### src/rtl/mbrd_pkg.sv
`default_nettype none

package mbrd_pkg;

   // Request opcodes
   localparam logic [1:0] OP_SEND    = 2'd0;
   localparam logic [1:0] OP_RX_BYTE = 2'd1;
   localparam logic [1:0] OP_TIMEOUT = 2'd2;

   // Result kinds
   localparam logic KIND_TX_BYTE = 1'b0;
   localparam logic KIND_VERDICT = 1'b1;

   // Verdict status codes
   localparam logic [1:0] STATUS_OK      = 2'd0;
   localparam logic [1:0] STATUS_TIMEOUT = 2'd1;
   localparam logic [1:0] STATUS_CRC_ERR = 2'd2;

   localparam logic [7:0]  FUNC_READ_HOLDING = 8'h03;
   localparam logic [15:0] CRC_INIT          = 16'hFFFF;
   localparam logic [15:0] CRC_POLY          = 16'hA001;

   // Framer status toward the top level
   typedef struct packed {
      logic       busy;
      logic [7:0] data;
      logic       last;
   } framer_out_type;

   // Reflected CRC-16 update over one byte
   function automatic logic [15:0] crc_byte(input logic [15:0] crc, input logic [7:0] b);
      logic [15:0] c;
      c = crc ^ {8'h00, b};
      for (int k = 0; k < 8; k++) begin
         if (c[0]) begin
            c = (c >> 1) ^ CRC_POLY;
         end else begin
            c = c >> 1;
         end
      end
      return c;
   endfunction

endpackage

`default_nettype wire

### src/rtl/mbrd_framer.sv
`default_nettype none

module mbrd_framer
   import mbrd_pkg::*;
(
   input  wire logic        clock,
   input  wire logic        reset,
   input  wire logic        load,
   input  wire logic [7:0]  slave_address,
   input  wire logic [15:0] register_address,
   input  wire logic [15:0] register_count,
   input  wire logic        advance,
   output framer_out_type   tx
);

   logic        busy_ff, busy_in;
   logic [2:0]  index_ff, index_in;
   logic [15:0] crc_ff, crc_in;
   logic [7:0]  addr_ff, addr_in;
   logic [15:0] reg_ff, reg_in;
   logic [15:0] cnt_ff, cnt_in;
   logic [7:0]  cur_byte;
   logic        cur_last;

   // Byte at the current frame position; CRC bytes go low first
   always_comb begin
      case (index_ff)
         3'd0:    cur_byte = addr_ff;
         3'd1:    cur_byte = FUNC_READ_HOLDING;
         3'd2:    cur_byte = reg_ff[15:8];
         3'd3:    cur_byte = reg_ff[7:0];
         3'd4:    cur_byte = cnt_ff[15:8];
         3'd5:    cur_byte = cnt_ff[7:0];
         3'd6:    cur_byte = crc_ff[7:0];
         default: cur_byte = crc_ff[15:8];
      endcase
   end

   assign cur_last = (index_ff == 3'd7);

   // Next state: load a new frame or step one byte
   always_comb begin
      busy_in  = busy_ff;
      index_in = index_ff;
      crc_in   = crc_ff;
      addr_in  = addr_ff;
      reg_in   = reg_ff;
      cnt_in   = cnt_ff;
      if (load) begin
         busy_in  = 1'b1;
         index_in = 3'd0;
         crc_in   = CRC_INIT;
         addr_in  = slave_address;
         reg_in   = register_address;
         cnt_in   = register_count;
      end else if (advance && busy_ff) begin
         index_in = index_ff + 3'd1;
         if (index_ff < 3'd6) begin
            crc_in = crc_byte(crc_ff, cur_byte);
         end
         if (cur_last) begin
            busy_in = 1'b0;
         end
      end
   end

   always_ff @(posedge clock) begin
      if (reset) begin
         busy_ff  <= 1'b0;
         index_ff <= 3'd0;
      end else begin
         busy_ff  <= busy_in;
         index_ff <= index_in;
      end
      crc_ff  <= crc_in;
      addr_ff <= addr_in;
      reg_ff  <= reg_in;
      cnt_ff  <= cnt_in;
   end

   assign tx.busy = busy_ff;
   assign tx.data = cur_byte;
   assign tx.last = cur_last;

endmodule

`default_nettype wire

### config.mk
export PLATFORM = sky130hd
export DESIGN_NAME = mbrd_framer
export DESIGN_NICKNAME = d
export VERILOG_FILES = /design/src/rtl/mbrd_pkg.sv /design/src/rtl/mbrd_framer.sv
export SDC_FILE = /design/constraint.sdc
export NUM_CORES = 1
export LEC_CHECK = 0
export BUFFER_PORTS_ARGS = -buffer_cell sky130_fd_sc_hd__buf_2
export CAP_MARGIN = 15
export CORE_MARGIN = 2
export CORE_UTILIZATION = 58
export DETAILED_ROUTE_END_ITERATION = 10
export MAX_ROUTING_LAYER = met4
export PLACE_DENSITY = 0.81
export RECOVER_POWER = 25
export REMOVE_ABC_BUFFERS = 1
export SYNTH_ARGS = -nofsm -noshare
export SYNTH_HDL_FRONTEND = slang
export SYNTH_SLANG_ARGS = --single-unit
### constraint.sdc
create_clock -name clock -period 7.6 [get_ports clock]
set_input_delay 0.38 -clock clock [delete_from_list [all_inputs] [get_ports clock]]
set_output_delay 0.38 -clock clock [all_outputs]
set_load 0.02 [all_outputs]
==> flow_metrics.py, run 1 <==
metrics = {
    "floorplan": {
        "rows": 24,
        "fp.dieW_um": 72.2,
        "dieHeight_um": 72.2,
        "core_mm2": 0.00441,
        "die-area_mm2": 0.00522,
        "io_pins": 54,
        "initial_core_util_pct": 61.2,
    },
    "clocking": {
        "cts_buffers": 9,
        "cts_resized": 0,
        "clkLatencyLatePin_ps": 330,
        "cts_buffer_depth": 2,
        "cts_tree": "yes",
        "cts.sinks": 60,
        "cts_setup_buffers": 0,
        "postCtsHoldBufs": 0,
        "path_clk_slew_ps": 60,
        "clock-root-buffer": "clkbuf_8",
        "cts_htree_levels": 3,
    },
    "grt": {
        "track_usage_pct": 22.9,
        "grt_overflow": 0,
        "grt_pass1_vias": 1809,
        "grt_max_degree": 62,
        "antenna_found_initial": 0,
        "grt_pass1_wl_mm": 8.56,
    },
    "placement": {
        "dp_cells": 313,
        "globalplace.congestion": 0.858,
        "port-buffer-count": 53,
        "hpwl_mm": 3.51,
    },
    "power": {
        "switching_share_pct": 26.4,
        "seq_power_share_pct": 51.3,
        "power_density_mw_per_mm2": 243,
        "internal-power_w": 0.000560,
        "clock_power_share_pct": 29.8,
        "switchingPower_w": 0.000201,
        "power_frac_comb_pct": 18.9,
        "finalPower_w": 0.000761,
        "peakVddDrop_v": 0.000159,
        "p_leak_nw": 1.23,
    },
    "synthesis": {
        "synth_compound_area_share_pct": 16.5,
        "synth_top_cell_area_share_pct": 44.5,
        "synth_mux_area_share_pct": 1.20,
        "ys_ff_latch": 60,
        "yosysWarnings": 0,
        "synthXorXnorAreaFrac_pct": 7.37,
        "synth.largest_area_cell": "edfxtp_1",
        "synth_top_family_by_area": "compound AO/OA/AOI/OAI gates",
        "ys_seq_area_share_pct": 59.3,
        "avgSynthCellArea_um2": 12.2,
        "syn_area_mm2": 0.00270,
        "synth-simple-area-share_pct": 9.64,
        "synth_fa_ha_area_share_pct": 2.78,
        "syn_inst": 222,
        "synth.top_cells.by_area": "edfxtp_1 44%, dfxtp_1 15%, xnor2_1 4.2%",
        "yosysUniqueCellTypes": 40,
    },
    "min_path": {
        "whs_endpoint": "reg_ff[15]$_DFFE_PP_",
        "hp-class": "in2reg",
        "min-delay-start": "register_address[15]",
        "whs_path_depth": 1,
    },
    "timing": {
        "setup_viol": 0,
        "tns_ps": 0,
        "skew_ps": 6.21,
        "grt_setup_unrepaired": "no",
        "fin_crit_sh_pct": 52.3,
        "period_needed_ps": 3970,
        "worstMarginPinSlew_ps": 901,
        "clock.fmax_ghz": 0.252,
        "finalMaxSlewViolations": 0,
        "slew_headroom_pct": 39.9,
        "finalHoldViolCount": 0,
    },
    "worst_setup_path": {
        "crit_required_ps": 7820,
        "critPathArrivalTime_ps": 4190,
        "rrSetupSlack_ps": 3630,
        "criticalPathCategory": "reg2reg",
        "crit_fanout": 25,
        "end_kind": "flop",
        "r2r-end": "crc_ff[0]$_SDFFE_PP1P_",
        "timing.rr.start": "index_ff[2]$_SDFFE_PP0P_",
        "startpoint_type": "flop",
        "r2r_cells": 9,
    },
    "routing": {
        "drt-vias-per-instance": 5.82,
        "first_pass_iters": 5,
        "dr.first_iter.drc_count": 164,
        "highest_layer": "met4",
        "antenna_left": 0,
        "wl_met2_mm": 2.56,
        "drt-met1-wl_mm": 2.41,
        "wl_per_cell_um": 16.3,
        "via_count": 1922,
        "remaining_drc_errors": 0,
        "wl_met3_um": 315,
        "wl_mm": 5.39,
    },
    "layout": {
        "num-nets-final": 323,
        "final_cell_mix": "53 x buf_2, 40 x edfxtp_1, 26 x nand2_1",
        "areaGrowthSynthToFinish_pct": 15.9,
        "diodes": 0,
        "final_common_cell": "buf_2",
        "layout.cells.non_filler": 330,
        "finalCoreUtilization_pct": 70.9,
        "layout-drive-gt1-share_pct": 25.2,
    },
    "status": {
        "outcome": "finished clean",
    },
    "flow_run": {
        "maxCapViolCount": 0,
    },
}
==> worst max path at each step <==
stage | endpoint | depth (start not counted) | from
5_1_grt | crc_ff[15]$_SDFFE_PP1P_ | 9 | index_ff[2]$_SDFFE_PP0P_
4_1_cts | crc_ff[0]$_SDFFE_PP1P_ | 9 | index_ff[2]$_SDFFE_PP0P_
3_3_place_gp | crc_ff[15]$_SDFFE_PP1P_ | 9 | index_ff[2]$_SDFFE_PP0P_
6_report | crc_ff[0]$_SDFFE_PP1P_ | 9 | index_ff[2]$_SDFFE_PP0P_
2_1_floorplan | crc_ff[15]$_SDFFE_PP1P_ | 10 | index_ff[2]$_SDFFE_PP0P_
3_5_place_dp | crc_ff[0]$_SDFFE_PP1P_ | 9 | index_ff[2]$_SDFFE_PP0P_
==> power by group through the flow <==
stage	clock network (W)	registers [W]	logic (W)
3_5_place_dp	0	0.000397	0.000141
4_1_cts	0.000233	0.000390	0.000142
5_1_grt	0.000248	0.000392	0.000157
3_3_place_gp	0	0.000397	0.000137
2_1_floorplan	0	0.000393	0.000104
6_report	0.000227	0.000390	0.000144
==> area by class of cell <==
cell class | instances | area, um^2
Fill cell | 339 | 1280
Sequential cell | 60 | 1600
Inverter | 4 | 15.0
Timing Repair Buffer | 54 | 285
Clock inverter | 4 | 16.3
Clock buffer | 12 | 135
Multi-Input combinational cell | 144 | 1010
Tap cell | 52 | 65.1
==> synth_stat cells, drive strengths merged <==
cell	number
a211o	6
a21o	1
a21oi	15
a221o	3
a221oi	3
a222oi	2
a22o	2
a22oi	6
a31oi	2
a32oi	2
buf	6
clkbuf	8
dfxtp	20
edfxtp	40
ha	6
inv	4
mux2	2
mux2i	1
nand2	26
nand3	4
nand3b	7
nor2	12
nor2b	1
nor3	5
nor4	1
o211ai	1
o21a	2
o21ai	3
o22a	5
o22ai	2
o32ai	2
or4	1
xnor2	13
xnor3	1
xor2	7
==> routing by layer <==
metal | global-route usage, % | vias to the layer above
met5 | - | -
met2 | 31.2 | 70
met3 | 7.08 | 10
li1 | - | 930
met4 | 10.7 | 0
met1 | 31.5 | 912
==> logic make-up after synthesis <==
kind of cell               count (synthesis)
AOI/OAI and AO/OA                         57
xor gates and xnor gates                  21
adders and majority gates                  6
buffers and inverters                     18
DFF                                       60
muxes                                      3
and+or+nand+nor                           57
==> registers in the layout (all words and copies together) (netlist names) <==
| register | cells |
|---|---|
| cnt_ff | 16 |
| reg_ff | 16 |
| crc_ff | 16 |
| busy_ff | 1 |
| addr_ff | 8 |
| index_ff | 3 |
==> stage by stage <==
| stage | hold slack, ps | setup WS (ps) | area [um^2] |
|---|---|---|---|
| after floorplan | 452 | 4160 | 2630 |
| final | 222 | 3630 | 3130 |
| after global placement | 481 | 3800 | 2960 |
| after CTS | 205 | 3660 | 3110 |
| after global routing | 201 | 3350 | 3130 |
| after detailed placement | 479 | 3680 | 2960 |
==> critical path, stage by stage (launching register included) <==
cell,delay [ps]
dfxtp_1,890
inv_1,150
ha_1,370
or4_1,820
o21a_1,300
o32ai_4,310
xor2_1,220
xnor3_2,500
xnor2_1,210
a21oi_1,80
(Power assumes the default switching activity.)
==> run 2: changes to the inputs <==
--- a/config.mk
+++ b/config.mk
@@ -5,13 +5,14 @@
 export SDC_FILE = /design/constraint.sdc
 export NUM_CORES = 1
 export LEC_CHECK = 0
+export ABC_AREA = 1
 export BUFFER_PORTS_ARGS = -buffer_cell sky130_fd_sc_hd__buf_2
 export CAP_MARGIN = 15
 export CORE_MARGIN = 2
-export CORE_UTILIZATION = 58
+export CORE_UTILIZATION = 56
 export DETAILED_ROUTE_END_ITERATION = 10
 export MAX_ROUTING_LAYER = met4
-export PLACE_DENSITY = 0.81
+export PLACE_DENSITY = 0.78
 export RECOVER_POWER = 25
 export REMOVE_ABC_BUFFERS = 1
 export SYNTH_ARGS = -nofsm -noshare
==> constraint.sdc (replaced) <==
create_clock -name clock -period 3.9 [get_ports clock]
set_input_delay 0.195 -clock clock [delete_from_list [all_inputs] [get_ports clock]]
set_output_delay 0.195 -clock clock [all_outputs]
set_load 0.02 [all_outputs]
==> run 2 against run 1 <==
Against the previous run: clock power grew to 2.8 times the previous value; flip-flop and latch count unchanged; critical path type unchanged; via count is 27% higher; clock-buffer cell count down 3; global-route usage decreased by 0.45 points; area after synthesis increased by 13%; setup slack worse by 2900 ps; wire length is 14% higher; final cell count increased by 47%; critical path depth rose by 8.
==> flow_metrics.py, run 2 <==
metrics = {
    "status": {
        "outcome": "finished clean",
    },
    "min_path": {
        "min-delay-start": "register_count[13]",
        "whs_path_depth": 1,
        "whs_endpoint": "cnt_ff[13]$_DFFE_PP_",
        "hp-class": "in2reg",
    },
    "routing": {
        "dr.first_iter.drc_count": 217,
        "drt-vias-per-instance": 5.03,
        "remaining_drc_errors": 0,
        "antenna_left": 0,
        "via_count": 2435,
        "wl_mm": 6.17,
        "first_pass_iters": 4,
        "wl_per_cell_um": 12.7,
    },
    "synthesis": {
        "yosysUniqueCellTypes": 27,
        "syn_area_mm2": 0.00305,
        "synth.top_cells.by_area": "edfxtp_1 39%, dfxtp_1 13%, nand2_1 13%",
        "synth.largest_area_cell": "edfxtp_1",
        "synthFlopType": "edfxtp_1",
        "synth_top_cell_area_share_pct": 39.4,
        "ys_seq_area_share_pct": 52.5,
        "netlist_top_cells_count": "104 x nand2_1, 40 x edfxtp_1, 39 x inv_1, 38 x nand3_1, 21 x nand2_2",
        "avgSynthCellArea_um2": 8.64,
        "ys_ff_latch": 60,
        "synth_edf_count": 40,
        "synth_async_sr_flop_share_pct": 0,
        "yosysMostFrequentCell": "nand2_1",
        "yosysWarnings": 0,
        "syn_inst": 353,
    },
    "worst_setup_path": {
        "crit_top_cell": "nand2_1",
        "crit_fanout": 20,
        "critical_path.top_delay_family": "simple AND/OR/NAND/NOR gates",
        "r2r-end": "crc_ff[0]$_SDFFE_PP1P_",
        "worstPathCellList": "inv_2, ha_1, nor2_4, nand2_1, or2_1, nand2_1, nand2_1, nand2_1, nand3_1, nand2_1, inv_1, nand2_2, nand2_2, nand2_1, nand3_1, nand3_1, nand2_1",
        "crit_required_ps": 4140,
        "criticalPathCategory": "reg2reg",
        "startpoint_type": "flop",
        "rrSetupSlack_ps": 740,
        "end_kind": "flop",
        "slowest_delay_ps": 720,
        "slowest_stage": "dfxtp_1",
        "critPathArrivalTime_ps": 3410,
        "timing.rr.start": "index_ff[2]$_SDFFE_PP0P_",
        "path_buf_inv": 2,
        "r2r_cells": 17,
    },
    "clocking": {
        "cts_buffers": 9,
        "cts_buffer_depth": 2,
        "path_clk_slew_ps": 70,
        "clock-root-buffer": "clkbuf_8",
        "cts_tree": "yes",
        "cts_htree_levels": 3,
        "cts.sinks": 60,
        "cts_setup_buffers": 0,
        "clkLatencyLatePin_ps": 350,
    },
    "placement": {
        "dp_cells": 467,
        "hpwl_mm": 4.51,
        "port-buffer-count": 53,
        "globalplace.congestion": 0.897,
    },
    "floorplan": {
        "die-area_mm2": 0.00605,
        "fp.dieW_um": 77.8,
        "io_pins": 54,
        "dieHeight_um": 77.8,
        "initial_core_util_pct": 59.0,
        "rows": 26,
        "core_mm2": 0.00517,
    },
    "grt": {
        "grt_max_degree": 46,
        "grt_pass1_wl_mm": 10.2,
        "track_usage_pct": 22.5,
        "grt_pass1_vias": 2266,
        "antenna_found_initial": 0,
        "grt_overflow": 0,
    },
    "timing": {
        "slew_headroom_pct": 36.4,
        "finalHoldViolCount": 0,
        "clock.fmax_ghz": 0.316,
        "setup_viol": 0,
        "period_needed_ps": 3160,
        "fin_hold_ws_ps": 15.2,
        "skew_ps": 9.09,
        "fin_crit_sh_pct": 81.1,
        "worstMarginPinSlew_ps": 954,
        "grt_setup_unrepaired": "no",
        "finalMaxSlewViolations": 0,
        "tns_ps": 0,
    },
    "layout": {
        "layout-drive-gt1-share_pct": 25.1,
        "final_cell_mix": "104 x nand2_1, 53 x buf_2, 40 x edfxtp_1",
        "final_common_cell": "nand2_1",
        "reg_top3": "cnt_ff x16, crc_ff x16, reg_ff x16",
        "diodes": 0,
        "ff_latch_area_mm2": 0.00160,
        "areaGrowthSynthToFinish_pct": 16.6,
        "multiInputGateArea_mm2": 0.00119,
        "fillers": 405,
        "num-nets-final": 459,
        "layout.cells.non_filler": 484,
    },
    "flow_run": {
        "maxCapViolCount": 0,
    },
    "power": {
        "p_leak_nw": 1.75,
        "finalPower_w": 0.00166,
        "power_density_mw_per_mm2": 466,
        "peakVddDrop_v": 0.000339,
    },
}
[run 2: area by class of cell]
| cell class | instances | area share [%] |
|---|---|---|
| flip-flops and latches | 60 | 45.0 |
| multi-input cells | 240 | 33.6 |
| repair buffers | 56 | 8.16 |
| inverters | 42 | 4.50 |
| clock buffers | 9 | 3.48 |
| clock inverters | 7 | 2.78 |
| well taps | 70 | 2.46 |
[run 2: metal layers]
metal	global-route usage, %	routed length (um)	vias to the layer above
met3	5.00	319	11
li1	-	-	1267
met1	29.5	2840	1084
met5	-	0	-
met2	33.8	2890	73
met4	9.64	117	0
[run 2: kinds of logic after synthesis]
family	count (synthesis)	share of synthesized area, %
and+or+nand+nor	193	28.4
DFF	60	52.5
buffers and inverters	53	8.33
AOI/OAI and AO/OA	40	7.79
adders and majority gates	6	2.46
xor gates and xnor gates	1	0.533
[run 2: how the worst max path moves through the flow]
stage                             startpoint                      end  slack (ps)  depth (start not counted)
detailed placement  index_ff[2]$_SDFFE_PP0P_  crc_ff[15]$_SDFFE_PP1P_         790                         15
global placement    index_ff[2]$_SDFFE_PP0P_  crc_ff[15]$_SDFFE_PP1P_         940                         15
floorplan           index_ff[2]$_SDFFE_PP0P_  crc_ff[15]$_SDFFE_PP1P_        1180                         17
CTS                 index_ff[2]$_SDFFE_PP0P_  crc_ff[15]$_SDFFE_PP1P_         770                         15
finish              index_ff[2]$_SDFFE_PP0P_   crc_ff[0]$_SDFFE_PP1P_         740                         17
global route        index_ff[2]$_SDFFE_PP0P_   crc_ff[0]$_SDFFE_PP1P_         370                         17
[run 2: power breakdown]
part	internal (W)	leakage, nW	switching (W)
combinational	0.0000965	1.09	0.000182
sequential	0.000729	0.556	0.0000234
clock	0.000362	0.110	0.000266
total	0.00119	1.75	0.000471
[run 2: worst register-to-register path, cell delays in order, from the launching register on]
cell     delay, ps
dfxtp_1        720
inv_2          170
ha_1           360
nor2_4         130
nand2_1        290
or2_1          340
nand2_1        110
nand2_1         60
nand2_1        170
nand3_1        120
nand2_1        110
inv_1           50
nand2_2         80
nand2_2         70
nand2_1         80
nand3_1         80
nand3_1         80
nand2_1         50
[run 2: through the flow]
stage / utilization [%] / setup slack, ps / cell area (um^2)
final: 68.8 / 736 / 3560
after detailed placement: 64.3 / 786 / 3320
after floorplan: - / 1180 / 2960
after global routing: 68.8 / 373 / 3560
after CTS: 68.8 / 772 / 3560
after global placement: 64.3 / 941 / 3320
[run 2: timing repair]
action,in CTS,in global routing
gates resized for setup,0,0
endpoints found under the setup margin,0,0
hold buffers,1,0
endpoints found under the hold margin,1,0
==> run 3: changes to the inputs <==
--- a/config.mk
+++ b/config.mk
@@ -5,14 +5,14 @@
 export SDC_FILE = /design/constraint.sdc
 export NUM_CORES = 1
 export LEC_CHECK = 0
-export ABC_AREA = 1
+export ABC_AREA = 0
 export BUFFER_PORTS_ARGS = -buffer_cell sky130_fd_sc_hd__buf_2
 export CAP_MARGIN = 15
 export CORE_MARGIN = 2
-export CORE_UTILIZATION = 56
+export CORE_UTILIZATION = 54
 export DETAILED_ROUTE_END_ITERATION = 10
 export MAX_ROUTING_LAYER = met4
-export PLACE_DENSITY = 0.78
+export PLACE_DENSITY = 0.77
 export RECOVER_POWER = 25
 export REMOVE_ABC_BUFFERS = 1
 export SYNTH_ARGS = -nofsm -noshare
==> constraint.sdc (replaced) <==
create_clock -name clock -period 3.1 [get_ports clock]
set_input_delay 0.155 -clock clock [delete_from_list [all_inputs] [get_ports clock]]
set_output_delay 0.155 -clock clock [all_outputs]
set_load 0.02 [all_outputs]
==> run 3 against run 2 <==
Against the previous run: clock power down 4.6%; setup slack worse by 660 ps; clock skew decreased by 3.2 ps; non-clock buffer count up 59; final cell count decreased by 16%; critical path depth shrank 7; critical endpoint is now crc_ff[15]$_SDFFE_PP1P_; highest routed layer unchanged.
==> flow_metrics.py, run 3 (synthesized netlist as in run 1, its figures left out) <==
metrics = {
    "layout": {
        "num-nets-final": 384,
        "layout-drive-gt1-share_pct": 30.1,
        "diodes": 0,
        "reg_top3": "cnt_ff x16, crc_ff x16, reg_ff x16",
        "final_common_cell": "buf_2",
        "fillers": 283,
        "layout.cells.non_filler": 406,
        "final_cell_mix": "52 x buf_2, 40 x edfxtp_1, 40 x dlygate4sd3_1",
        "areaGrowthSynthToFinish_pct": 40.2,
    },
    "floorplan": {
        "initial_core_util_pct": 56.4,
        "dieHeight_um": 74.7,
        "core_mm2": 0.00479,
        "rows": 25,
        "fp.dieW_um": 74.7,
        "io_pins": 54,
        "die-area_mm2": 0.00558,
    },
    "timing": {
        "setup_viol": 0,
        "slew_headroom_pct": 13.7,
        "clock.fmax_ghz": 0.331,
        "worstMarginPinSlew_ps": 1290,
        "fin_crit_sh_pct": 97.4,
        "finalMaxSlewViolations": 0,
        "fin_hold_ws_ps": 41.1,
        "finalHoldViolCount": 0,
        "skew_ps": 5.86,
        "period_needed_ps": 3020,
        "setup_slack_ps": 79.9,
    },
    "routing": {
        "antenna_left": 0,
        "dr.first_iter.drc_count": 163,
        "wl_met2_mm": 3.45,
        "wl_per_cell_um": 16.4,
        "drt-vias-per-instance": 5.40,
        "via_count": 2194,
        "wl_mm": 6.67,
        "drt-met1-wl_mm": 2.64,
        "first_pass_iters": 4,
        "highest_layer": "met4",
        "wl_met3_um": 440,
        "remaining_drc_errors": 0,
    },
    "clocking": {
        "cts_htree_levels": 3,
        "clkLatencyLatePin_ps": 330,
        "clock-root-buffer": "clkbuf_8",
        "cts.sinks": 60,
        "cts_buffers": 9,
        "cts_buffer_depth": 2,
        "path_clk_slew_ps": 60,
        "cts_tree": "yes",
    },
    "worst_setup_path": {
        "rrSetupSlack_ps": 80,
        "timing.rr.start": "index_ff[0]$_SDFFE_PP0P_",
        "crit_fanout": 7,
        "r2r_cells": 10,
        "end_kind": "flop",
        "startpoint_type": "flop",
        "criticalPathCategory": "reg2reg",
        "r2r-end": "crc_ff[15]$_SDFFE_PP1P_",
        "crit_required_ps": 3290,
        "critPathArrivalTime_ps": 3210,
    },
    "grt": {
        "grt_pass1_vias": 2159,
        "grt_max_degree": 62,
        "grt_pass1_wl_mm": 10.1,
        "grt_overflow": 0,
        "antenna_found_initial": 0,
        "track_usage_pct": 25.9,
    },
    "min_path": {
        "hp-class": "in2reg",
        "whs_path_depth": 2,
        "whs_endpoint": "index_ff[1]$_SDFFE_PP0P_",
        "min-delay-start": "reset",
    },
    "placement": {
        "port-buffer-count": 53,
        "hpwl_mm": 3.72,
        "dp_slack_ps": -51.5,
        "globalplace.congestion": 0.827,
        "dp_cells": 345,
    },
    "power": {
        "power_density_mw_per_mm2": 537,
        "p_leak_nw": 1.54,
        "peakVddDrop_v": 0.000400,
    },
    "status": {
        "outcome": "finished clean",
    },
    "flow_run": {
        "maxCapViolCount": 0,
    },
}
[run 3: cell count changes in the layout (fill, tap and decap cells not counted), moves of 8 or more]
cell / change
o211ai_1: -11
o21ai_0: -9
xnor2_1: +9
dlygate4sd3_1: +39
nor2_1: -8
nand2_2: -21
buf_4: +16
inv_1: -35
nand3_1: -34
nand2_1: -78
[run 3: how the worst max path moves through the flow]
stage                                  start                      end  slack (ps)
CTS                 index_ff[0]$_SDFFE_PP0P_  crc_ff[15]$_SDFFE_PP1P_          20
global route        index_ff[1]$_SDFFE_PP0P_  crc_ff[15]$_SDFFE_PP1P_         -20
floorplan           index_ff[2]$_SDFFE_PP0P_  crc_ff[15]$_SDFFE_PP1P_        -340
detailed placement  index_ff[0]$_SDFFE_PP0P_  crc_ff[15]$_SDFFE_PP1P_         -50
global placement    index_ff[0]$_SDFFE_PP0P_  crc_ff[15]$_SDFFE_PP1P_          60
finish              index_ff[0]$_SDFFE_PP0P_  crc_ff[15]$_SDFFE_PP1P_          80
[run 3: per-layer routing]
layer | up-vias | global-route usage, %
met5 | - | -
met4 | 0 | 10.1
met3 | 14 | 6.29
met2 | 90 | 42.6
met1 | 1032 | 31.0
li1 | 1058 | -
[run 3: metrics by stage]
step	setup TNS, ps	area (um^2)	util, %	total power [W]
after detailed placement	-124	3110	64.9	0.00135
after CTS	0	3670	76.8	0.00198
after global placement	0	3110	64.9	0.00134
after floorplan	-1150	2630	-	0.00122
final	0	3780	79.1	0.00203
after global routing	-22.4	3780	79.1	0.00211
[run 3: cell type report]
class	count	area, um^2	share of cell area, %
multi-input combinational	144	1070	28.2
inverter	4	15.0	0.397
tap	67	83.8	2.21
timing repair buffer	115	853	22.5
clock inverter	3	15.0	0.397
clock buffer	13	149	3.93
sequential	60	1600	42.3
[run 3: timing repair]
item / in CTS / in global routing
hold endpoints to repair: 40 / 0
hold buffers: 40 / 0
setup endpoints to repair: 3 / 3
setup buffers: 0 / 4
resized for setup: 1 / 12
gates cloned: 0 / 0
pin swaps: 0 / 7
[run 3: worst max-delay path, stage by stage, from the launching register on]
cell and delay (ps):
dfxtp_1 360, inv_1 110, ha_1 230, or4_4 590
buf_6 160, o22a_1 250, xnor2_2 270, xnor2_2 170
xnor3_2 510, xor2_1 160, o21ai_1 70
[run 3: power breakdown]
| part | switching [W] | internal (W) | total (W) |
|---|---|---|---|
| sequential | 0.0000359 | 0.000922 | 0.000958 |
| combinational | 0.000208 | 0.000266 | 0.000474 |
| clock | 0.000290 | 0.000309 | 0.000599 |
